### src/rtl/core/indexed_array_with_insert_erase_defines.svh
`ifndef INDEXED_ARRAY_WITH_INSERT_ERASE_DEFINES_SVH
`define INDEXED_ARRAY_WITH_INSERT_ERASE_DEFINES_SVH

// Same-cycle implication, clocked on clk_i, disabled in reset.
`define IAIE_ASSERT_IMP(lbl, ante, cons) \
  lbl: assert property (@(posedge clk_i) disable iff (!rst_ni) (ante) |-> (cons)) \
    else $error("iaie assertion failed");

// Next-cycle implication, clocked on clk_i, disabled in reset.
`define IAIE_ASSERT_NXT(lbl, ante, cons) \
  lbl: assert property (@(posedge clk_i) disable iff (!rst_ni) (ante) |=> (cons)) \
    else $error("iaie assertion failed");

`endif

### src/rtl/core/iaie_pkg.sv
package iaie_pkg;

  localparam int unsigned DEPTH      = 256;
  localparam int unsigned DATA_WIDTH = 32;
  localparam int unsigned ADDR_W     = $clog2(DEPTH);
  localparam int unsigned CNT_W      = $clog2(DEPTH + 1);
  localparam int unsigned FIELD_W    = 9;
  localparam int unsigned VALUE_W    = 32;
  localparam int unsigned SUM_W      = ((CNT_W > FIELD_W) ? CNT_W : FIELD_W) + 1;

  localparam int unsigned S_TDATA_W = 64;
  localparam int unsigned S_TUSER_W = 3;
  localparam int unsigned M_TDATA_W = 48;
  localparam int unsigned M_TUSER_W = 2;

  typedef enum logic [2:0] {
    REQ_APPEND,
    REQ_REMOVE,
    REQ_READ,
    REQ_WRITE,
    REQ_INSERT,
    REQ_ERASE,
    REQ_RESIZE,
    REQ_CLEAR
  } req_e;

  typedef enum logic [1:0] {
    ST_OK,
    ST_FULL,
    ST_EMPTY,
    ST_BAD
  } status_e;

  typedef enum logic [2:0] {
    UOP_NOP,
    UOP_LOAD,
    UOP_CHECK,
    UOP_MOVE,
    UOP_FSET,
    UOP_FILL,
    UOP_EMIT
  } uop_e;

  typedef enum logic [2:0] {
    COND_NEVER,
    COND_ALWAYS,
    COND_NO_INPUT,
    COND_BAD,
    COND_REM_NZ,
    COND_OUT_BUSY
  } cond_e;

  typedef struct packed {
    uop_e uop;
  } ctrl_t;

  typedef struct packed {
    logic in_valid;
    logic bad;
    logic rem_nz;
    logic out_busy;
  } flags_t;

endpackage

### src/rtl/core/iaie_seq.sv
`include "indexed_array_with_insert_erase_defines.svh"

module iaie_seq (
  input  logic            clk_i,
  input  logic            rst_ni,
  input  iaie_pkg::flags_t flags_i,
  output iaie_pkg::ctrl_t  ctrl_o
);
  import iaie_pkg::*;

  localparam int unsigned STEP_W = 3;

  localparam logic [STEP_W-1:0] STEP_IDLE  = 3'd0;
  localparam logic [STEP_W-1:0] STEP_CHECK = 3'd1;
  localparam logic [STEP_W-1:0] STEP_MOVE  = 3'd2;
  localparam logic [STEP_W-1:0] STEP_FSET  = 3'd3;
  localparam logic [STEP_W-1:0] STEP_FILL  = 3'd4;
  localparam logic [STEP_W-1:0] STEP_EMIT  = 3'd5;
  localparam logic [STEP_W-1:0] STEP_RET   = 3'd6;

  typedef struct packed {
    uop_e              uop;
    cond_e             cond;
    logic [STEP_W-1:0] target;
  } ucode_t;

  // Control store: taken condition jumps to target, else falls through.
  function automatic ucode_t urom(input logic [STEP_W-1:0] addr);
    ucode_t w;
    unique case (addr)
      STEP_IDLE:  w = '{uop: UOP_LOAD,  cond: COND_NO_INPUT, target: STEP_IDLE};
      STEP_CHECK: w = '{uop: UOP_CHECK, cond: COND_BAD,      target: STEP_EMIT};
      STEP_MOVE:  w = '{uop: UOP_MOVE,  cond: COND_REM_NZ,   target: STEP_MOVE};
      STEP_FSET:  w = '{uop: UOP_FSET,  cond: COND_NEVER,    target: STEP_IDLE};
      STEP_FILL:  w = '{uop: UOP_FILL,  cond: COND_REM_NZ,   target: STEP_FILL};
      STEP_EMIT:  w = '{uop: UOP_EMIT,  cond: COND_OUT_BUSY, target: STEP_EMIT};
      default:    w = '{uop: UOP_NOP,   cond: COND_ALWAYS,   target: STEP_IDLE};
    endcase
    return w;
  endfunction

  logic [STEP_W-1:0] upc_q, upc_d;
  ucode_t            cw;
  logic              take;

  always_ff @(posedge clk_i or negedge rst_ni) begin
    if (!rst_ni) begin
      upc_q <= STEP_IDLE;
    end else begin
      upc_q <= upc_d;
    end
  end

  always_comb begin
    cw = urom(upc_q);
    unique case (cw.cond)
      COND_ALWAYS:   take = 1'b1;
      COND_NO_INPUT: take = !flags_i.in_valid;
      COND_BAD:      take = flags_i.bad;
      COND_REM_NZ:   take = flags_i.rem_nz;
      COND_OUT_BUSY: take = flags_i.out_busy;
      default:       take = 1'b0;
    endcase
    upc_d      = take ? cw.target : upc_q + STEP_W'(1);
    ctrl_o.uop = cw.uop;
  end

  `IAIE_ASSERT_NXT(a_check_ok_moves, upc_q == STEP_CHECK && !flags_i.bad, upc_q == STEP_MOVE)
  `IAIE_ASSERT_NXT(a_check_bad_emits, upc_q == STEP_CHECK && flags_i.bad, upc_q == STEP_EMIT)
  `IAIE_ASSERT_NXT(a_emit_done, upc_q == STEP_EMIT && !flags_i.out_busy, upc_q == STEP_RET)

endmodule

### config.mk
export PLATFORM = sky130hd
export DESIGN_NAME = iaie_seq
export DESIGN_NICKNAME = d
export VERILOG_FILES = /design/src/rtl/core/iaie_pkg.sv /design/src/rtl/core/iaie_seq.sv
export VERILOG_INCLUDE_DIRS = /design/src /design/src/rtl/core
export SDC_FILE = /design/constraint.sdc
export NUM_CORES = 1
export LEC_CHECK = 0
export BUFFER_PORTS_ARGS = -buffer_cell sky130_fd_sc_hd__buf_4
export CAP_MARGIN = 15
export CORE_AREA = 2 2 39 41
export DETAILED_ROUTE_END_ITERATION = 10
export DIE_AREA = 0 0 41 43
export GPL_TIMING_DRIVEN = 1
export HOLD_SLACK_MARGIN = 0.1
export PLACE_DENSITY = 0.42
export SYNTH_ARGS = -nofsm -noshare
export SYNTH_HDL_FRONTEND = slang
export SYNTH_SLANG_ARGS = --single-unit
### constraint.sdc
create_clock -name clk_i -period 2.4 [get_ports clk_i]
set_input_delay 0.12 -clock clk_i [delete_from_list [all_inputs] [get_ports clk_i]]
set_output_delay 0.12 -clock clk_i [all_outputs]
set_load 0.01 [all_outputs]
== Word-level counts from Yosys, hierarchy flattened ==
Index checks and enable logic that the tools add are counted.

* Register bits after elaboration: 3
* Bits in latches: 0
* RAM bits: 0
* Memory bits (read-only): 0
* Output and inout port bits: 3
* Word-level logic and storage cells: 17
* Memories kept: 0

* Add/subtract/negate cells: 1
* Multipliers: 0
* Divide/modulo/power cells: 0
* $lt $le $gt $ge: 0
* Equality and inequality tests: 10
* Shifts and indexed selects: 0
* Multiplexer cells: 3
* Bitwise operators: 0
* Reductions and logical operators: 2

{| class="wikitable"
|+ Operators by type and width
! kind !! number
|-
| case mux 9 bit (6 select lines) || 1
|-
| == test 3 x 2 -> 1 bit (second input constant) || 4
|-
| == test 3 bit (second input constant) || 4
|-
| == test 3 x 1 -> 1 bit (second input constant) || 2
|-
| case mux 1 bit (5 select lines) || 1
|-
| adder 3 x 1 -> 3 bit (second input constant) || 1
|-
| logical NOT 3 bit || 1
|-
| two-way mux 3 bit || 1
|-
| logical NOT 1 bit || 1
|}

== Depth between registers and ports, before layout ==
Gate-level depths: netlist of run 1.

* Depth after elaboration: 5
* Mapped depth: 6
* Mapped depth without buffers: 6

== Least setup slack after synthesis of run 1 ==
Ideal clock, no wire load.

* Path kind: reg-to-reg
* Start: reg upc_q[0]
* End: reg upc_q[1]
* Arrival: 1.599 ns
* Setup slack: 0.676 ns
* Stages on the path, launching flop included: 7
* Buffers on the path: 0
* Cells stage by stage: dfrtp_1 inv_1 ha_1 nor2b_1 o2bb2ai_1 a221o_1 mux2_4

* Cells in the longest elaborated chain, start to end: 5
* Elaborated cells between the ends (all ways): 15
* Classes of those cells: add/sub (1); eq/ne (10); mux (3); reduce/logical (1)

{| class="wikitable"
|+ Ends and longest elaborated chain
! what !! RTL line !! source
|-
| start, declared || iaie_seq.sv:42 || <nowiki>logic [STEP_W-1:0] upc_q, upc_d;</nowiki>
|-
| start signal, assigned || iaie_seq.sv:50 || <nowiki>upc_q <= upc_d;</nowiki>
|-
| == test 3 bit, or another cell as far along || iaie_seq.sv:30 || <nowiki>unique case (addr)</nowiki>
|-
| case mux 9 bit (6 select lines) || iaie_seq.sv:30 ||
|-
| == test 3 bit, or another cell as far along || iaie_seq.sv:56 || <nowiki>unique case (cw.cond)</nowiki>
|-
| case mux 1 bit (5 select lines) || iaie_seq.sv:56 ||
|-
| two-way mux 3 bit (*) || iaie_seq.sv:64 || <nowiki>upc_d = take ? cw.target : upc_q + STEP_W'(1);</nowiki>
|-
| named net upc_d[1] || iaie_seq.sv:42 ||
|}

The timed path passes the listed nets; every way through them passes the cells marked *.

== Worst setup path in the final report of run 1 ==
Same ends and word-level chain as after synthesis.

==> results.json, run 1 <==
{
  "worstSetupEndpointType": "flip-flop",
  "slew_headroom": 0.847,
  "clkTransAtPathRegs_ns": 0.04,
  "worst_path_max_delay_cell": "dfrtp_1",
  "clock_skew_ns": 0.000716,
  "path_cells": "inv_1, ha_1, nor2b_1, o2bb2ai_1, a221o_1, mux2_4",
  "synthTopCellsByArea": "dfrtp_1, ha_1, mux2i_1",
  "cts_root_buf": "clkbuf_4",
  "ir_drop_v": 0.000554,
  "cts.sink_count": 3,
  "gp_congestion": 0.739,
  "grt_pass1_wl_um": 1100,
  "largest_reg_flops": 3,
  "grt_pass1_vias": 267,
  "criticalPathCategory": "reg -> reg",
  "synthToLayoutAreaGrowth_pct": 41.9,
  "cp-startpoint": "upc_q[0]$_DFF_PN0_",
  "grt_max_degree": 8,
  "switchingPower_mw": 0.237,
  "die_h_um": 43,
  "drv_slew": 0,
  "post-place-cells": 54,
  "fmax_ghz": 0.532,
  "nets": 55,
  "endpoint": "upc_q[1]$_DFF_PN0_",
  "cts_tree": "built",
  "reg.largest.list": "upc_q: 3 flops",
  "start_util": 0.201,
  "p_seq_frac": 0.217,
  "die_area_um2": 1760,
  "avgSynthCellArea_um2": 9.26,
  "viasPerCell": 4.22,
  "finalNonFillerCells": 59,
  "cts_buffer_depth": 2,
  "max_stage_delay_ns": 0.44,
  "drv_cap": 0,
  "dp_worst_setup_slack_ns": 0.525,
  "hold_ws_ns": 0.208,
  "detail-route-antenna-nets": 0,
  "finalHoldViolCount": 0,
  "drt-initial-drc-count": 0,
  "combPwrFrac": 0.628,
  "clkPwrFrac": 0.155,
  "period_minus_slack_ns": 1.88,
  "final_cell_mix": "buf_4, ha_1, inv_1",
  "grt.total_usage": 0.0967,
  "syn-num-nets": 41,
  "critPathMaxFanout": 7,
  "yosysTopAreaCellShare": 0.270,
  "n_fill_cell": 153,
  "setup_violations": 0,
  "critPathTopFamily": "compound AO/OA/AOI/OAI gates",
  "grt_setup_unrepaired": "false",
  "synth_area_um2": 278,
  "crit_required_ns": 2.51,
  "io_pins": 9,
  "path_buf_inv": 1,
  "wirelength_um": 607,
  "cts_made_buffers": 3,
  "rows": 14,
  "yosysTopAreaCell": "dfrtp_1",
  "status": "completed",
  "die_w_um": 41,
  "internal-power_mw": 0.332,
  "r2r_slack_ns": 0.52,
  "r2r_start": "upc_q[0]$_DFF_PN0_",
  "setup_slack_ns": 0.521,
  "ys_seq_area_frac": 0.270,
  "worstRegToRegCells": 6,
  "r2r-end": "upc_q[1]$_DFF_PN0_",
  "syn_inst": 30,
  "dr.pass1.iters": 1,
  "worstMarginPinSlew_ns": 0.226,
  "yosys.cell_types.count": 15,
  "num_vias": 249,
  "startpoint_type": "flip-flop",
  "power_density_nw_per_um2": 1440,
  "post_drt_wl_per_cell_um": 10.3,
  "largest-register": "upc_q",
  "multiInputGateArea_um2": 188,
  "cts_max_level": 1,
  "cp.arrival_ns": 1.99,
  "switching_share": 0.416,
  "portBuffers": 8,
  "num_antenna_cells": 0,
  "core_um2": 1380,
  "antenna_found_initial": 0,
  "final_common_cell": "buf_4",
  "finalCritPeriodShare": 0.783,
  "seq_area_um2": 75.1,
  "finalSetupTns_ns": 0,
  "min_path_type": "in -> async",
  "total_power_mw": 0.568,
  "dp_hpwl_um": 496,
  "clock_latency_ns": 0.23,
  "cp.depth": 6,
  "synth-seq-cells": 3,
  "route.detailed.drc": 0,
  "globalRouteOverflowTotal": 0,
  "yosysWarnings": 0,
  "ctsResizeCount": 0,
  "p_leak_nw": 0.197,
  "drive_gt1_frac": 0.279
}
-- cells in the mapped netlist, drive strengths merged --
cell and n:
a221o 1, ha 5, nand2 1, a21oi 1, inv 4, nand2b 2, mux2i 2, o2bb2ai 2
nor2 2, nor2b 1, dfrtp 3, a21boi 1, nor3 1, o21ai 3, mux2 1
-- per-layer routing --
metal | up-vias | wire length (µm) | global-route usage
li1 | 131 | - | -
met4 | 0 | 14 | 0.0800
met3 | 2 | 51 | 0.0314
met1 | 107 | 235 | 0.107
met5 | - | 0 | 0
met2 | 9 | 305 | 0.141
-- power groups by stage --
stage / sequential [mW] / combinational (mW) / clock [mW]
after floorplan: 0.112 / 0.251 / 0
after global placement: 0.127 / 0.362 / 0
after detailed placement: 0.126 / 0.363 / 0
after CTS: 0.125 / 0.366 / 0.0941
after global routing: 0.130 / 0.414 / 0.101
final: 0.123 / 0.357 / 0.0881
-- worst min-delay path by stage --
stage / endpoint / start / slack (ns) / cells after the start
floorplan: upc_q[0]$_DFF_PN0_ / rst_ni / -0.18 / 0
global placement: upc_q[0]$_DFF_PN0_ / rst_ni / -0.09 / 1
detailed placement: upc_q[0]$_DFF_PN0_ / rst_ni / -0.09 / 1
CTS: upc_q[0]$_DFF_PN0_ / rst_ni / 0.20 / 2
global route: upc_q[2]$_DFF_PN0_ / rst_ni / 0.20 / 2
finish: upc_q[0]$_DFF_PN0_ / rst_ni / 0.21 / 2
-- cell families (layout without fill, tap and decap cells) --
| group | after synthesis | count (layout) | synth area share |
|---|---|---|---|
| compound gates | 8 | 8 | 0.198 |
| fa+ha+maj | 5 | 5 | 0.225 |
| buf+inv | 4 | 17 | 0.0540 |
| flops | 3 | 3 | 0.270 |
| mux | 3 | 3 | 0.126 |
| simple gates | 7 | 7 | 0.126 |
-- stage by stage --
stage / utilization / instance area (µm²)
4_1_cts: 0.285 / 394
5_1_grt: 0.285 / 394
2_1_floorplan: - / 278
3_3_place_gp: 0.259 / 358
6_report: 0.285 / 394
3_5_place_dp: 0.259 / 358
-- final cells by class --
| cell class | instances | area share |
|---|---|---|
| clock buffers | 4 | 0.0667 |
| repair buffers | 9 | 0.178 |
| well taps | 16 | 0.0508 |
| multi-input cells | 23 | 0.476 |
| inverters | 4 | 0.0381 |
| flip-flops and latches | 3 | 0.190 |
-- timing repair --
| item | in CTS | in global routing |
|---|---|---|
| buffers inserted | 0 | 0 |
| hold buffers | 1 | 0 |
| endpoints found under the hold margin | 3 | 0 |
Power figures use the tool's default switching activity.
==> run 2: changes to the inputs <==
--- a/config.mk
+++ b/config.mk
@@ -13,7 +13,7 @@
 export DIE_AREA = 0 0 41 43
 export GPL_TIMING_DRIVEN = 1
 export HOLD_SLACK_MARGIN = 0.1
-export PLACE_DENSITY = 0.42
+export PLACE_DENSITY = 0.43
 export SYNTH_ARGS = -nofsm -noshare
 export SYNTH_HDL_FRONTEND = slang
 export SYNTH_SLANG_ARGS = --single-unit
==> constraint.sdc (replaced) <==
create_clock -name clk_i -period 1.7 [get_ports clk_i]
set_input_delay 0.085 -clock clk_i [delete_from_list [all_inputs] [get_ports clk_i]]
set_output_delay 0.085 -clock clk_i [all_outputs]
set_load 0.01 [all_outputs]
==> results.json, run 2 (same netlist as run 1, synthesis figures left out) <==
{
  "die_h_um": 43,
  "placed_area_um2": 405,
  "drt-initial-drc-count": 2,
  "period_minus_slack_ns": 1.63,
  "dr.pass1.iters": 4,
  "core_um2": 1380,
  "rows": 14,
  "p_leak_nw": 0.221,
  "worstSetupEndpointType": "flip-flop",
  "crit_required_ns": 1.82,
  "cts.sink_count": 3,
  "setup_violations": 0,
  "r2r-end": "upc_q[1]$_DFF_PN0_",
  "post_drt_wl_per_cell_um": 11.0,
  "cts_setup_buffers": 0,
  "dp_hpwl_um": 535,
  "synthToLayoutAreaGrowth_pct": 61.3,
  "grt_max_degree": 7,
  "reg.largest.list": "upc_q: 3 flops",
  "die_area_um2": 1760,
  "criticalPathCategory": "reg -> reg",
  "fin_area_um2": 448,
  "final_cell_mix": "buf_4, inv_1",
  "cp-startpoint": "upc_q[1]$_DFF_PN0_",
  "grt.total_usage": 0.107,
  "nets": 60,
  "fmax_ghz": 0.613,
  "finalHoldViolCount": 0,
  "clock_latency_ns": 0.23,
  "worstMarginPinSlew_ns": 0.248,
  "min_path_type": "in -> async",
  "antenna_found_initial": 0,
  "cts_root_buf": "clkbuf_4",
  "num_vias": 272,
  "post-place-cells": 59,
  "viasPerCell": 4.25,
  "drive_gt1_frac": 0.438,
  "start_util": 0.201,
  "wirelength_um": 704,
  "cp.arrival_ns": 1.75,
  "cts_made_buffers": 3,
  "drv_slew": 0,
  "final_common_cell": "buf_4",
  "dp_worst_setup_slack_ns": 0.0713,
  "gp_congestion": 0.748,
  "largest-register": "upc_q",
  "worstRegToRegCells": 5,
  "ir_drop_v": 0.000536,
  "setup_slack_ns": 0.0685,
  "critPathMaxFanout": 4,
  "finalCritPeriodShare": 0.960,
  "grt_pass1_wl_um": 1120,
  "cts_max_level": 1,
  "drv_cap": 0,
  "cts_tree": "built",
  "io_pins": 9,
  "route.detailed.drc": 0,
  "grt_pass1_vias": 266,
  "num_antenna_cells": 0,
  "slew_headroom": 0.833,
  "detail-route-antenna-nets": 0,
  "r2r_start": "upc_q[1]$_DFF_PN0_",
  "grt_setup_unrepaired": "false",
  "clkTransAtPathRegs_ns": 0.04,
  "largest_reg_flops": 3,
  "r2r_slack_ns": 0.07,
  "portBuffers": 8,
  "cts_buffer_depth": 2,
  "globalRouteOverflowTotal": 0,
  "clock_skew_ns": 0.00230,
  "startpoint_type": "flip-flop",
  "die_w_um": 41,
  "final_util": 0.324,
  "finalNonFillerCells": 64,
  "status": "completed",
  "power_density_nw_per_um2": 2090
}
## run 2: how the worst max path moves through the flow
stage / end / slack [ns] / cells after the start
floorplan: upc_q[1]$_DFF_PN0_ / -0.006 / 6
global placement: upc_q[1]$_DFF_PN0_ / 0.08 / 6
detailed placement: upc_q[1]$_DFF_PN0_ / 0.07 / 6
CTS: upc_q[1]$_DFF_PN0_ / 0.05 / 5
finish: upc_q[1]$_DFF_PN0_ / 0.07 / 5
global route: upc_q[1]$_DFF_PN0_ / 0.004 / 6
## run 2: through the flow
| stage | power [mW] | setup TNS, ns | hold WS (ns) |
|---|---|---|---|
| finish | 0.937 | 0 | 0.175 |
| global route | 1.03 | 0 | 0.171 |
| CTS | 0.932 | 0 | 0.172 |
| detailed placement | 0.791 | 0 | -0.120 |
| global placement | 0.790 | 0 | -0.121 |
| floorplan | 0.531 | -0.00582 | -0.211 |
## run 2: layout make-up
cell class                 count  area [µm²]
fill                         147         936
multi-input combinational     23         204
timing repair buffer          14         108
sequential                     3        75.1
clock buffer                   4        26.3
tap                           16        20.0
inverter                       4        15.0
## run 2: power by group
part | switching (mW) | internal [mW]
Clock | 0.0381 | 0.0880
Sequential | 0.0508 | 0.112
Combinational | 0.286 | 0.362
Total | 0.375 | 0.563
## run 2: per-layer routing
| metal | routed length [µm] | share of wire | track usage | vias up |
|---|---|---|---|---|
| met5 | 0 | 0 | 0 | - |
| met1 | 265 | 0.38 | 0.120 | 118 |
| li1 | - | - | - | 142 |
| met2 | 358 | 0.51 | 0.131 | 10 |
| met3 | 69 | 0.098 | 0.0785 | 2 |
| met4 | 10 | 0.014 | 0.0800 | 0 |
## run 2: critical path, stage by stage, from the launching register on
cell and delay, ns:
dfrtp_1 0.42, ha_2 0.20, nor2b_4 0.13, o2bb2ai_1 0.12, a221o_1 0.33, mux2_4 0.31
## run 2: repair_timing
action                                  in CTS  in global routing
resized for setup                            0                  2
hold buffers                                 1                  0
hold endpoints to repair                     3                  0
endpoints found under the setup margin       0                  3
